## config.mk

```make
export PLATFORM = sky130hd
export DESIGN_NAME = uid_allow_list_table
export DESIGN_NICKNAME = d
export VERILOG_FILES = /design/src/hdl/uidal_pkg.sv /design/src/hdl/uidal_ctrl.sv /design/src/hdl/uidal_dp.sv /design/src/hdl/uid_allow_list_table.sv
export SDC_FILE = /design/constraint.sdc
export NUM_CORES = 1
export LEC_CHECK = 0
export ABC_AREA = 1
export BUFFER_PORTS_ARGS = -buffer_cell sky130_fd_sc_hd__buf_2
export CELL_PAD_IN_SITES_DETAIL_PLACEMENT = 2
export CELL_PAD_IN_SITES_GLOBAL_PLACEMENT = 2
export CORE_MARGIN = 1.5
export CORE_UTILIZATION = 45
export DETAILED_ROUTE_END_ITERATION = 8
export HOLD_SLACK_MARGIN = 0.15
export PLACE_DENSITY = 0.83
export SYNTH_ARGS = -nofsm -noshare
export SYNTH_HDL_FRONTEND = slang
export SYNTH_SLANG_ARGS = --single-unit
```

## constraint.sdc

```tcl
create_clock -name clk -period 4.42 [get_ports clk]
set_input_delay 0.663 -clock clk [delete_from_list [all_inputs] [get_ports clk]]
set_output_delay 0.663 -clock clk [all_outputs]
set_load 0.005 [all_outputs]
```

## src/hdl/uidal_pkg.sv

```systemverilog
package uidal_pkg;

  // operating modes
  localparam logic [1:0] MODE_CHECK  = 2'd0;
  localparam logic [1:0] MODE_ENROLL = 2'd1;
  localparam logic [1:0] MODE_REVOKE = 2'd2;

  // result status codes
  localparam logic [2:0] ST_GRANTED   = 3'd0;
  localparam logic [2:0] ST_DENIED    = 3'd1;
  localparam logic [2:0] ST_ADDED     = 3'd2;
  localparam logic [2:0] ST_PRESENT   = 3'd3;
  localparam logic [2:0] ST_DELETED   = 3'd4;
  localparam logic [2:0] ST_NOT_FOUND = 3'd5;
  localparam logic [2:0] ST_FULL      = 3'd6;

  typedef enum logic [1:0] {
    FSM_IDLE,
    FSM_SEARCH,
    FSM_DECIDE,
    FSM_SHIFT
  } fsm_state_t;

  // controller to datapath
  typedef struct packed {
    logic       load;        // capture card id, restart scan
    logic       scan_step;   // issue next read, compare previous
    logic       shift_init;  // point scan just past the match
    logic       shift_step;  // move one entry down
    logic       add_write;   // append card, bump count
    logic       del_dec;     // drop count by one
    logic       finish;      // register the result
    logic [2:0] code;
    logic       granted;
  } ctrl_cmd_t;

  // datapath to controller
  typedef struct packed {
    logic [1:0] mode;
    logic       match;       // read data equals the card id
    logic       scan_done;   // nothing in flight, nothing left to read
    logic       hit;         // card found during search
    logic       full;        // count reached capacity
  } dp_stat_t;

endpackage

```

## src/hdl/uidal_ctrl.sv

```systemverilog
module uidal_ctrl (
  input  logic                   clk,
  input  logic                   rst,
  input  logic                   start,
  output logic                   busy,
  input  uidal_pkg::dp_stat_t    stat,
  output uidal_pkg::ctrl_cmd_t   cmd
);

  uidal_pkg::fsm_state_t state;
  uidal_pkg::fsm_state_t state_next;

  // hold state
  always_ff @(posedge clk) begin
    if (rst) begin
      state <= uidal_pkg::FSM_IDLE;
    end else begin
      state <= state_next;
    end
  end

  // next state
  always_comb begin
    state_next = state;
    case (state)
      uidal_pkg::FSM_IDLE: begin
        if (start) state_next = uidal_pkg::FSM_SEARCH;
      end
      uidal_pkg::FSM_SEARCH: begin
        if (stat.match || stat.scan_done) state_next = uidal_pkg::FSM_DECIDE;
      end
      uidal_pkg::FSM_DECIDE: begin
        if (stat.mode == uidal_pkg::MODE_REVOKE && stat.hit) begin
          state_next = uidal_pkg::FSM_SHIFT;
        end else begin
          state_next = uidal_pkg::FSM_IDLE;
        end
      end
      uidal_pkg::FSM_SHIFT: begin
        if (stat.scan_done) state_next = uidal_pkg::FSM_IDLE;
      end
      default: state_next = uidal_pkg::FSM_IDLE;
    endcase
  end

  // outputs
  always_comb begin
    cmd  = '0;
    busy = (state != uidal_pkg::FSM_IDLE);
    case (state)
      uidal_pkg::FSM_IDLE: begin
        cmd.load = start;
      end
      uidal_pkg::FSM_SEARCH: begin
        cmd.scan_step = 1'b1;
      end
      uidal_pkg::FSM_DECIDE: begin
        case (stat.mode)
          uidal_pkg::MODE_ENROLL: begin
            cmd.finish = 1'b1;
            if (stat.hit) begin
              cmd.code = uidal_pkg::ST_PRESENT;
            end else if (stat.full) begin
              cmd.code = uidal_pkg::ST_FULL;
            end else begin
              cmd.code      = uidal_pkg::ST_ADDED;
              cmd.add_write = 1'b1;
            end
          end
          uidal_pkg::MODE_REVOKE: begin
            if (stat.hit) begin
              cmd.shift_init = 1'b1;
            end else begin
              cmd.finish = 1'b1;
              cmd.code   = uidal_pkg::ST_NOT_FOUND;
            end
          end
          default: begin
            cmd.finish  = 1'b1;
            cmd.granted = stat.hit;
            cmd.code    = stat.hit ? uidal_pkg::ST_GRANTED : uidal_pkg::ST_DENIED;
          end
        endcase
      end
      uidal_pkg::FSM_SHIFT: begin
        cmd.shift_step = 1'b1;
        if (stat.scan_done) begin
          cmd.del_dec = 1'b1;
          cmd.finish  = 1'b1;
          cmd.code    = uidal_pkg::ST_DELETED;
        end
      end
      default: begin
        cmd = '0;
      end
    endcase
  end

endmodule

```

## src/hdl/uidal_dp.sv

```systemverilog
module uidal_dp #(
  parameter int MAX_ENTRIES = 16
) (
  input  logic                   clk,
  input  logic                   rst,
  input  logic [31:0]            card_id,
  input  logic                   cfg_valid,
  input  logic [1:0]             cfg_data,
  input  uidal_pkg::ctrl_cmd_t   cmd,
  output uidal_pkg::dp_stat_t    stat,
  output logic                   result_valid,
  output logic [2:0]             status_code,
  output logic                   access_granted,
  output logic [3:0]             match_position,
  output logic                   match_found,
  output logic [4:0]             entries_in_use
);

  localparam int AW = (MAX_ENTRIES > 1) ? $clog2(MAX_ENTRIES) : 1;
  localparam int CW = $clog2(MAX_ENTRIES + 1);

  logic [31:0]   mem [MAX_ENTRIES];
  logic [31:0]   rdata;
  logic [31:0]   id_reg;
  logic [1:0]    mode;
  logic [CW-1:0] cnt;
  logic [CW-1:0] cnt_next;
  logic [CW-1:0] idx;
  logic [AW-1:0] rd_idx;
  logic [AW-1:0] pos;
  logic          pend;
  logic          hit;
  logic          rd_en;
  logic          wr_en;
  logic [AW-1:0] wr_addr;
  logic [31:0]   wr_data;
  logic          more;
  logic [AW+3:0] pos_ext;
  logic [CW+4:0] cnt_ext;

  // status to controller
  assign more           = (idx < cnt);
  assign stat.mode      = mode;
  assign stat.match     = pend && (rdata == id_reg);
  assign stat.scan_done = !pend && !more;
  assign stat.hit       = hit;
  assign stat.full      = (cnt == CW'(MAX_ENTRIES));

  // memory port control
  assign rd_en = (cmd.scan_step || cmd.shift_step) && more;
  always_comb begin
    wr_en   = 1'b0;
    wr_addr = cnt[AW-1:0];
    wr_data = id_reg;
    if (cmd.add_write) begin
      wr_en = 1'b1;
    end else if (cmd.shift_step && pend) begin
      wr_en   = 1'b1;
      wr_addr = rd_idx - AW'(1);
      wr_data = rdata;
    end
  end

  // card store
  always_ff @(posedge clk) begin
    if (wr_en) mem[wr_addr] <= wr_data;
    if (rd_en) rdata <= mem[idx[AW-1:0]];
  end

  // mode register
  always_ff @(posedge clk) begin
    if (rst) begin
      mode <= uidal_pkg::MODE_CHECK;
    end else if (cfg_valid) begin
      mode <= cfg_data;
    end
  end

  // entry count
  always_comb begin
    cnt_next = cnt;
    if (cmd.add_write) cnt_next = cnt + CW'(1);
    else if (cmd.del_dec) cnt_next = cnt - CW'(1);
  end

  always_ff @(posedge clk) begin
    if (rst) begin
      cnt <= '0;
    end else begin
      cnt <= cnt_next;
    end
  end

  // scan pointer and match capture
  always_ff @(posedge clk) begin
    if (rst) begin
      pend <= 1'b0;
      hit  <= 1'b0;
    end else if (cmd.load) begin
      id_reg <= card_id;
      idx    <= '0;
      pend   <= 1'b0;
      hit    <= 1'b0;
    end else if (cmd.shift_init) begin
      idx  <= CW'(pos) + CW'(1);
      pend <= 1'b0;
    end else if (cmd.scan_step || cmd.shift_step) begin
      pend <= more;
      if (more) begin
        idx    <= idx + CW'(1);
        rd_idx <= idx[AW-1:0];
      end
      if (cmd.scan_step && stat.match) begin
        hit <= 1'b1;
        pos <= rd_idx;
      end
    end
  end

  // result registers
  assign pos_ext = {4'b0, pos};
  assign cnt_ext = {5'b0, cnt_next};

  always_ff @(posedge clk) begin
    if (rst) begin
      result_valid <= 1'b0;
    end else begin
      result_valid <= cmd.finish;
    end
  end

  always_ff @(posedge clk) begin
    if (cmd.finish) begin
      status_code    <= cmd.code;
      access_granted <= cmd.granted;
      match_found    <= hit;
      match_position <= hit ? pos_ext[3:0] : 4'd0;
      entries_in_use <= cnt_ext[4:0];
    end
  end

endmodule

```

## src/hdl/uid_allow_list_table.sv

```systemverilog
// Card identifier allow list.
//
// Request channel: drive card_id and raise start; the request is taken at a
// clock edge where start is high and busy is low. busy stays high until the
// result has been registered, so one request is in work at a time.
// Config channel: cfg_valid with cfg_data (0 check, 1 add, 2 delete, 3 acts
// as check) writes the mode; cfg_ready is always high. Change the mode only
// while busy is low.
// Result: result_valid pulses for one cycle with status_code, access_granted,
// match_position, match_found and entries_in_use. The receiver cannot stall
// it; a result not taken in that cycle is gone.
// Search: the store is read one entry per cycle through its registered
// read port and the search stops at the first match, so check and add
// strobe the result once the search ends at a match or at the end of the
// list. A delete then moves each later entry down one per cycle through
// the same port before its result strobes. busy drops in the cycle the
// result strobes, so a new request may follow at once.
// Reset clears the count and the mode; the store itself is not cleared,
// since only entries below the count are ever read.
module uid_allow_list_table #(
  parameter int MAX_ENTRIES = 16
) (
  input  logic        clk,
  input  logic        rst,
  input  logic        start,
  output logic        busy,
  input  logic [31:0] card_id,
  input  logic        cfg_valid,
  output logic        cfg_ready,
  input  logic [1:0]  cfg_data,
  output logic        result_valid,
  output logic [2:0]  status_code,
  output logic        access_granted,
  output logic [3:0]  match_position,
  output logic        match_found,
  output logic [4:0]  entries_in_use
);

  uidal_pkg::ctrl_cmd_t cmd;
  uidal_pkg::dp_stat_t  stat;

  assign cfg_ready = 1'b1;

  uidal_ctrl u_ctrl (
    .clk   (clk),
    .rst   (rst),
    .start (start),
    .busy  (busy),
    .stat  (stat),
    .cmd   (cmd)
  );

  uidal_dp #(
    .MAX_ENTRIES (MAX_ENTRIES)
  ) u_dp (
    .clk            (clk),
    .rst            (rst),
    .card_id        (card_id),
    .cfg_valid      (cfg_valid),
    .cfg_data       (cfg_data),
    .cmd            (cmd),
    .stat           (stat),
    .result_valid   (result_valid),
    .status_code    (status_code),
    .access_granted (access_granted),
    .match_position (match_position),
    .match_found    (match_found),
    .entries_in_use (entries_in_use)
  );

endmodule
```

==> results by group, run 1 <==
Clocking
  • CTS root buf: clkbuf_16
  • Max clock buf depth: 3
  • Worst-Skew Late Latency: 0.63 ns
  • CTS H-tree lvls: 3
  • Setup Buffers After CTS: 0
  • CTS tree: yes
  • Clock transition at path regs: 0.06 ns
  • Resized Gates After CTS: 0
  • # hold bufs at CTS: 0
  • CTS buffer count: 69
  • Num Clock Sinks: ~620

Finish
  • Area Overhead vs Synth: 13.53%
  • Fillers: approximately 5400
  • Share of cells above drive strength 1: 0.1222
  • Max FFs per register: between 500 and 600
  • Fin util: 0.5162
  • Final-stage net count: around 2100

Placed design
  • IO Port Bufs: 53
  • Routability cong.: 0.8910
  • Dpl hpwl: 58820 µm

Power and ir drop
  • Max rail drop VDD: 0.2412 mV
  • Leakage: approximately 11 nW
  • Total power divided by cell area: around 460 nW/µm²

Yosys
  • Area contributors post-synth: edfxtp_1 71%, mux2i_1 5.0%, o211ai_1 3.7%, o21ai_0 3.6%, inv_1 3.4%
  • Ys flop type: edfxtp_1
  • Synth Warn #: 0
  • Cell Area, Synth: 25640 µm²
  • Gate Count Post-Synth: 1944
  • Share of the synthesized area in the top cell type: 0.7063
  • Post-synth EDFFs: 603
  • Post-synthesis cell type count: 43
  • Yosys reg bits: between 600 and 700
  • Commonest cells post-synth: 603 x edfxtp_1, 233 x inv_1, 206 x nand2_1
  • Synthesized Nets: 1994
  • Asr flop ratio synth: 0
  • Avg Inst Size Synth: 13.19 µm²
  • Sequential share of the synthesized area: 0.7157
  • Most instantiated library cell after synthesis: edfxtp_1
  • Largest area contributor in the netlist: edfxtp_1

Critical path
  • Critical Path Slowest Stage Cell: nor2_4
  • Worst Path Arrival: approximately 3.8 ns
  • Setup crit end kind: flip-flop
  • Max incr delay on CP: 0.88 ns
  • Crit-path max FO: 24
  • Crit Path Class: flip-flop to flip-flop
  • Crit-path cells: nand2_2, nor2_4, inv_2, nand2_1, o21ai_1, inv_1, nand2_1, inv_2, nand2_1, nor2_4, buf_4
  • CP required: 4.76 ns
  • CP Launch Type: flip-flop
  • Most used cell, CP: nand2_1

Detailed routing
  • WL final: 94990 µm
  • Vias per cell: between 6 and 7
  • Post-DRT Antenna Nets: 0
  • DRT iter0 DRCs: between 1500 and 2000
  • Avg WL per Cell: 33.68 µm
  • # DRC: 0
  • Via count: 17583
  • Initial DRT Pass Iterations: 5

STA
  • Worst Max-Slew Pin Slew: 1.518 ns
  • Setup TNS Final: 0 ns
  • Period utilisation layout: 0.7776
  • Slew HR: -0.01191
  • Final setup viols: 0
  • Final hold violation count: 0
  • Final Max Slew Viols: 17
  • FMAX: 290.9 MHz
  • Clock skew: 0.02209 ns
  • RSZ-0062 raised after global routing: no
  • Tmin final: between 3 and 4 ns

Die
  • Die area: 58410 µm²
  • Num rows: 87
  • Core area: 56390 µm²
  • Die Width: 241.7 µm
  • Initial Util: 0.4546
  • IO Pins: 55
  • Die height: roughly 240 µm

Global routing
  • Grt ovf: 0
  • Initial antenna violation count: 3
  • Total track usage: 0.3247
  • Vias in the first global route: 18595
  • Largest net degree at the start of global routing: 70
  • First-pass GRT wire length: between 100000 and 150000 µm

Job
  • Max Cap Violations: 3

Outcome
  • Failing checks: capacitance limit, slew limit
  • Run status: finished, violations left

Hold path
  • Hold Crit Class: primary input to flip-flop
## report_power, final
part	internal (W)	switching [W]	total, W
combinational	0.000299	0.000897	0.00120
sequential	0.00649	0.0000585	0.00655
clock	0.00321	0.00247	0.00568
## cells by family (layout without fill, tap and decap cells)
family | Yosys count | after routing | share of synthesized area
xor gates and xnor gates | 14 | 14 | 0.004783
AOI/OAI and AO/OA | 482 | 482 | 0.1088
muxes | 128 | 128 | 0.04998
other | 1 | 2 | 0.0001463
DFF | 615 | 615 | 0.7157
adders and majority gates | 12 | 12 | 0.005857
and+or+nand+nor | 350 | 350 | 0.05945
buffers and inverters | 342 | 461 | 0.05530
## metrics by stage
stage / cells / hold WS [ns] / total power [W] / instance area (µm²) / worst slack [ns]
2_1_floorplan: 1944 / 0.4029 / 0.007274 / 25640 / 1.037
3_3_place_gp: 2703 / 0.4559 / 0.007687 / 26970 / 1.430
3_5_place_dp: 2703 / 0.4665 / 0.007790 / 26970 / 1.108
4_1_cts: 2819 / 0.1866 / 0.01345 / 29090 / 1.006
5_1_grt: 2819 / 0.2035 / 0.01370 / 29100 / 0.8255
6_report: 2820 / 0.2185 / 0.01342 / 29110 / 0.9829
## placed cells by master, fill, tap and decap left out, types with 53 or more instances in the layout
| master | Yosys | final |
|---|---|---|
| clkbuf_16 | 0 | 71 |
| nand2_1 | 206 | 206 |
| inv_1 | 233 | 232 |
| mux2i_1 | 128 | 128 |
| buf_2 | 19 | 53 |
| o21ai_0 | 185 | 172 |
| nand3_1 | 62 | 62 |
| edfxtp_1 | 603 | 603 |
| o211ai_1 | 128 | 128 |
| a21oi_1 | 146 | 146 |
## layer usage
metal	GRT usage	routed length (µm)	vias up
met5	0	41	-
met2	0.5238	45520	921
met3	0.07236	8002	221
li1	-	-	7187
met1	0.4296	37570	9250
met4	0.1254	3847	4
## cell type report
class                      instances  area [µm²]  share of cell area
multi-input combinational        987        6062              0.2083
clock buffer                      87        1857             0.06380
clock inverter                    29       264.0            0.009071
antenna                            1       2.502          0.00008598
sequential                       615       18350              0.6304
timing repair buffer             105       718.2             0.02468
tap                              756       945.9             0.03250
inverter                         240       908.4             0.03121
## critical path, delay by kind of cell (launching register included)
kind | cells | cell delay (ns)
AO/OA/AOI/OAI | 1 | 0.16
AND/OR/NAND/NOR | 6 | 1.74
buffers and inverters | 4 | 0.70
flip-flops | 1 | 0.52
## path summary, 6_finish.rpt
kind | cells past startpoint | slack [ns] | end | start
hold / removal | 1 | 0.22 | u_dp.id_reg[17] | card_id[17]
setup reg to reg | 11 | 0.98 | u_dp.mem[4][13] | u_ctrl.state[0]
hold reg to reg | 0 | 0.49 | u_dp.pos[3] | u_dp.rd_idx[3]
setup / recovery | 11 | 0.98 | u_dp.mem[4][13] | u_ctrl.state[0]
No activity file was read; power rests on OpenSTA's default activity.
==> run 2: changes to the inputs <==
Settings changed: ABC_AREA 1 to 0, CORE_UTILIZATION 45 to 50, PLACE_DENSITY 0.83 to 0.82.
Clock period 4.42 ns to 3.5 ns, I/O delays scaled along.
==> run 2 against run 1 <==
Effect of this change:
- the flow now finishes without violations
- synthesized cell count decreased by 44%
- wire length is 20% lower
- via count decreased by 30%
- critical path type unchanged
- sequential cell count did not move
- synthesized area is 6.6% lower
- global-route usage down 0.52 points
- fmax increased by 1.5%
- sequential power rose by 25%
- worst hold slack got worse by 0.0072 ns
- combinational power down 28%
- die area down 16%
- clock power is 27% higher
==> results by group, run 2 <==
Clocking
  • Worst-Skew Late Latency: 0.63 ns (about the same)
  • Max clock buf depth: 3 (unchanged)
  • CTS tree: yes
  • Setup Buffers After CTS: 0 (unchanged)
  • CTS root buf: clkbuf_16
  • Num Clock Sinks: 615 (unchanged)
  • Clock transition at path regs: 0.07 ns (about the same)
  • CTS H-tree lvls: 3 (unchanged)
  • CTS buffer count: 66 (-4.3%)

Yosys
  • Most instantiated library cell after synthesis: edfxtp_1
  • Share of the synthesized area in the top cell type: 0.7562 (+0.04990)
  • Synth Area in Adders: 0.006271 (+0.0004138)
  • Synth Area in XOR/XNOR: 0.01244 (+0.007654)
  • Avg Inst Size Synth: 22.15 µm² (+68%)
  • Multiplexer area fraction after synthesis: 0.1687 (+0.1187)
  • Asr flop ratio synth: 0 (unchanged)
  • Largest family of logic cells by synthesized area: multiplexers
  • Gate Count Post-Synth: 1081 (-44%)
  • Sequential share of the synthesized area: 0.7663 (+0.05056)
  • Yosys reg bits: 615 (unchanged)
  • Post-synth EDFFs: 603 (unchanged)
  • Synthesized Nets: 1131 (-43%)
  • Synth Warn #: 0 (unchanged)
  • Post-synthesis cell type count: 50 (+16%)
  • Commonest cells post-synth: 603 x edfxtp_1, 160 x mux4_2, 37 x nor2_1
  • Ys flop type: edfxtp_1
  • Compound-Gate Fraction of Synth Area: 0.01291 (-0.09588)
  • Post-Synth Simple-Gate Area: 0.02007 (-0.03938)
  • Cell Area, Synth: 23940 µm² (-6.6%)
  • Area contributors post-synth: edfxtp_1 76%, mux4_2 15%, mux2_2 1.7%, dfxtp_1 1.0%, xor2_1 0.77%
  • Largest area contributor in the netlist: edfxtp_1

Power and ir drop
  • Max rail drop VDD: 0.5906 mV (+140%)
  • Tot Pwr: 0.01630 W (+21%)
  • Logic pwr share: 0.053 (-0.036)
  • Leakage: 8.879 nW (-16%)
  • Net switching power figure: 0.003727 W (+8.8%)
  • Cell Int Power: 0.01257 W (+26%)
  • Total power divided by cell area: 586.0 nW/µm² (+27%)
  • Clk pwr share: 0.444 (+0.021)
  • Sequential power share: 0.503 (+0.015)
  • Sw Share: 0.2286 (-0.02662)

Finish
  • Fin area: 27810 µm² (-4.4%)
  • Share of cells above drive strength 1: 0.3132 (+0.1910)
  • Most common cell after layout, fill and taps aside: edfxtp_1
  • Final-stage net count: 1273 (-38%)
  • Fillers: 3781 (-30%)
  • Max FFs per register: 512 (unchanged)
  • Area Overhead vs Synth: 16.16%
  • ANT cells: 0 (-1)
  • Storage cell area: 18350 µm² (unchanged)
  • Fin util: 0.5862 (+0.07006)
  • Most frequent cells in the layout: 603 x edfxtp_1, 160 x mux4_2, 67 x clkbuf_16
  • Multi-input gate area: 5419 µm² (-11%)

Hold path
  • Worst hold path cell count: 3 (+2)
  • Hold Path End: u_dp.mode[1]
  • Hold Crit Class: primary input to flip-flop
  • Worst hold start: cfg_data[1]

Placed design
  • Dpl hpwl: 41170 µm (-30%)
  • Routability cong.: 0.7933 (-11%)
  • DP Area: 25370 µm² (-5.9%)
  • IO Port Bufs: 53 (unchanged)

Critical path
  • Critical path buffers and inverters: 2 (-2)
  • R2r startpoint: u_dp.cnt[1]
  • Worst R2R End: u_dp.mem[5][14]
  • R2R cell count: 8 (-3)
  • Delay-heaviest family, CP: buffers and inverters
  • Critical Path Slowest Stage Cell: buf_4
  • Crit-path max FO: 32 (+33%)
  • Worst path depth: 8 (-3)
  • Setup slack, reg-to-reg: 0.11 ns (-0.87 ns)
  • CP Launch Type: flip-flop
  • Worst Path Arrival: 3.62 ns (-0.16 ns)
  • Crit-path cells: inv_1, ha_1, a31oi_1, nand2_1, a21oi_1, nand2_1, nor2_4, buf_4
  • Crit Path Class: flip-flop to flip-flop
  • Setup crit end kind: flip-flop
  • Max incr delay on CP: 0.56 ns (-0.32 ns)
  • Most used cell, CP: nand2_1
  • CP required: 3.74 ns (-1.02 ns)

STA
  • RSZ-0062 raised after global routing: no
  • Final setup viols: 0 (unchanged)
  • Worst Max-Slew Pin Slew: 1.206 ns (-0.3115 ns)
  • Period utilisation layout: 0.9672 (+0.1896)
  • FMAX: 295.4 MHz (+1.5%)
  • Final Max Slew Viols: 0 (-17)
  • Clock skew: 0.04327 ns (+0.02118 ns)
  • Final hold violation count: 0 (unchanged)
  • Slew HR: 0.1920 (+0.2039)
  • Tmin final: 3.385 ns (-0.05174 ns)
  • Worst hold slack: 0.2113 ns (-0.007192 ns)
  • Setup TNS Final: 0 ns (unchanged)

Detailed routing
  • Vias per cell: 6.519 (+4.6%)
  • Avg WL per Cell: 40.45 µm (+20%)
  • WL final: 76410 µm (-20%)
  • # DRC: 0 (unchanged)
  • Via count: 12315 (-30%)
  • DRT iter0 DRCs: 1408 (-28%)
  • Post-DRT Antenna Nets: 0 (unchanged)
  • Initial DRT Pass Iterations: 7 (+2)

Global routing
  • Largest net degree at the start of global routing: 131 (+87%)
  • Grt ovf: 0 (unchanged)
  • Total track usage: 0.3195 (-0.005213)
  • First-pass GRT wire length: 106500 µm (-22%)
  • Initial antenna violation count: 4 (+1)
  • Vias in the first global route: 13535 (-27%)

Outcome
  • Run status: complete, no violations

Die
  • Initial Util: 0.5047 (+0.05002)
  • Die Width: 221.8 µm (-8.2%)
  • Core area: 47450 µm² (-16%)
  • Die area: 49210 µm² (-16%)
  • IO Pins: 55 (unchanged)
  • Die height: 221.8 µm (-8.2%)
  • Num rows: 80 (-8.0%)

Job
  • Max Cap Violations: 0 (-3)
-- run 2: cells by family after synthesis --
family	Yosys count
xor+xnor	34
other cells	1
compound gates	46
mux	199
fa+ha+maj	12
flops	615
simple gates	100
buf+inv	74
-- run 2: how the worst max path moves through the flow --
stage                          from              end
finish                  u_dp.cnt[1]  u_dp.mem[5][14]
global route            u_dp.cnt[0]   u_dp.mem[3][6]
CTS                 u_dp.id_reg[13]      u_dp.pos[2]
detailed placement  u_dp.id_reg[13]      u_dp.pos[3]
global placement        u_dp.cnt[0]  u_dp.mem[5][19]
floorplan               u_dp.cnt[0]  u_dp.mem[12][0]
-- run 2: layout make-up --
cell class	count	area share
Inverter	26	0.003509
Clock inverter	39	0.01408
Clock buffer	80	0.06203
Tap cell	615	0.02767
Multi-Input combinational cell	392	0.1948
Timing Repair Buffer	122	0.03824
Sequential cell	615	0.6596
-- run 2: worst reg2reg max path, stage by stage, from the launching register on --
cell	delay, ns
dfxtp_1	0.51
inv_1	0.22
ha_1	0.26
a31oi_1	0.50
nand2_1	0.22
a21oi_1	0.23
nand2_1	0.29
nor2_4	0.19
buf_4	0.56
-- run 2: power groups by stage --
| stage | Combinational [W] | Sequential, W | Clock, W |
|---|---|---|---|
| 4_1_cts | 0.000870 | 0.00820 | 0.00728 |
| 2_1_floorplan | 0.000528 | 0.00833 | 0 |
| 5_1_grt | 0.000913 | 0.00820 | 0.00749 |
| 6_report | 0.000865 | 0.00820 | 0.00723 |
| 3_3_place_gp | 0.000755 | 0.00835 | 0 |
| 3_5_place_dp | 0.000816 | 0.00836 | 0 |
-- run 2: layer usage --
layer,vias up,global-route usage,wire length [µm]
met1,6707,0.4162,29330
met5,-,0,13
met2,687,0.5409,39000
met4,2,0.1120,2688
li1,4784,-,-
met3,135,0.06281,5379
-- run 2: stage by stage --
step,instances,worst slack [ns]
after detailed placement,1738,0.2629
final,1889,0.1147
after floorplan,1081,0.2312
after global placement,1738,0.5521
after CTS,1889,0.1463
after global routing,1889,0.02782
-- run 2: what timing repair did --
action	in CTS	in global routing
hold endpoints to repair	32	0
endpoints found under the setup margin	0	4
hold buffers	32	0
gates resized for setup	0	1
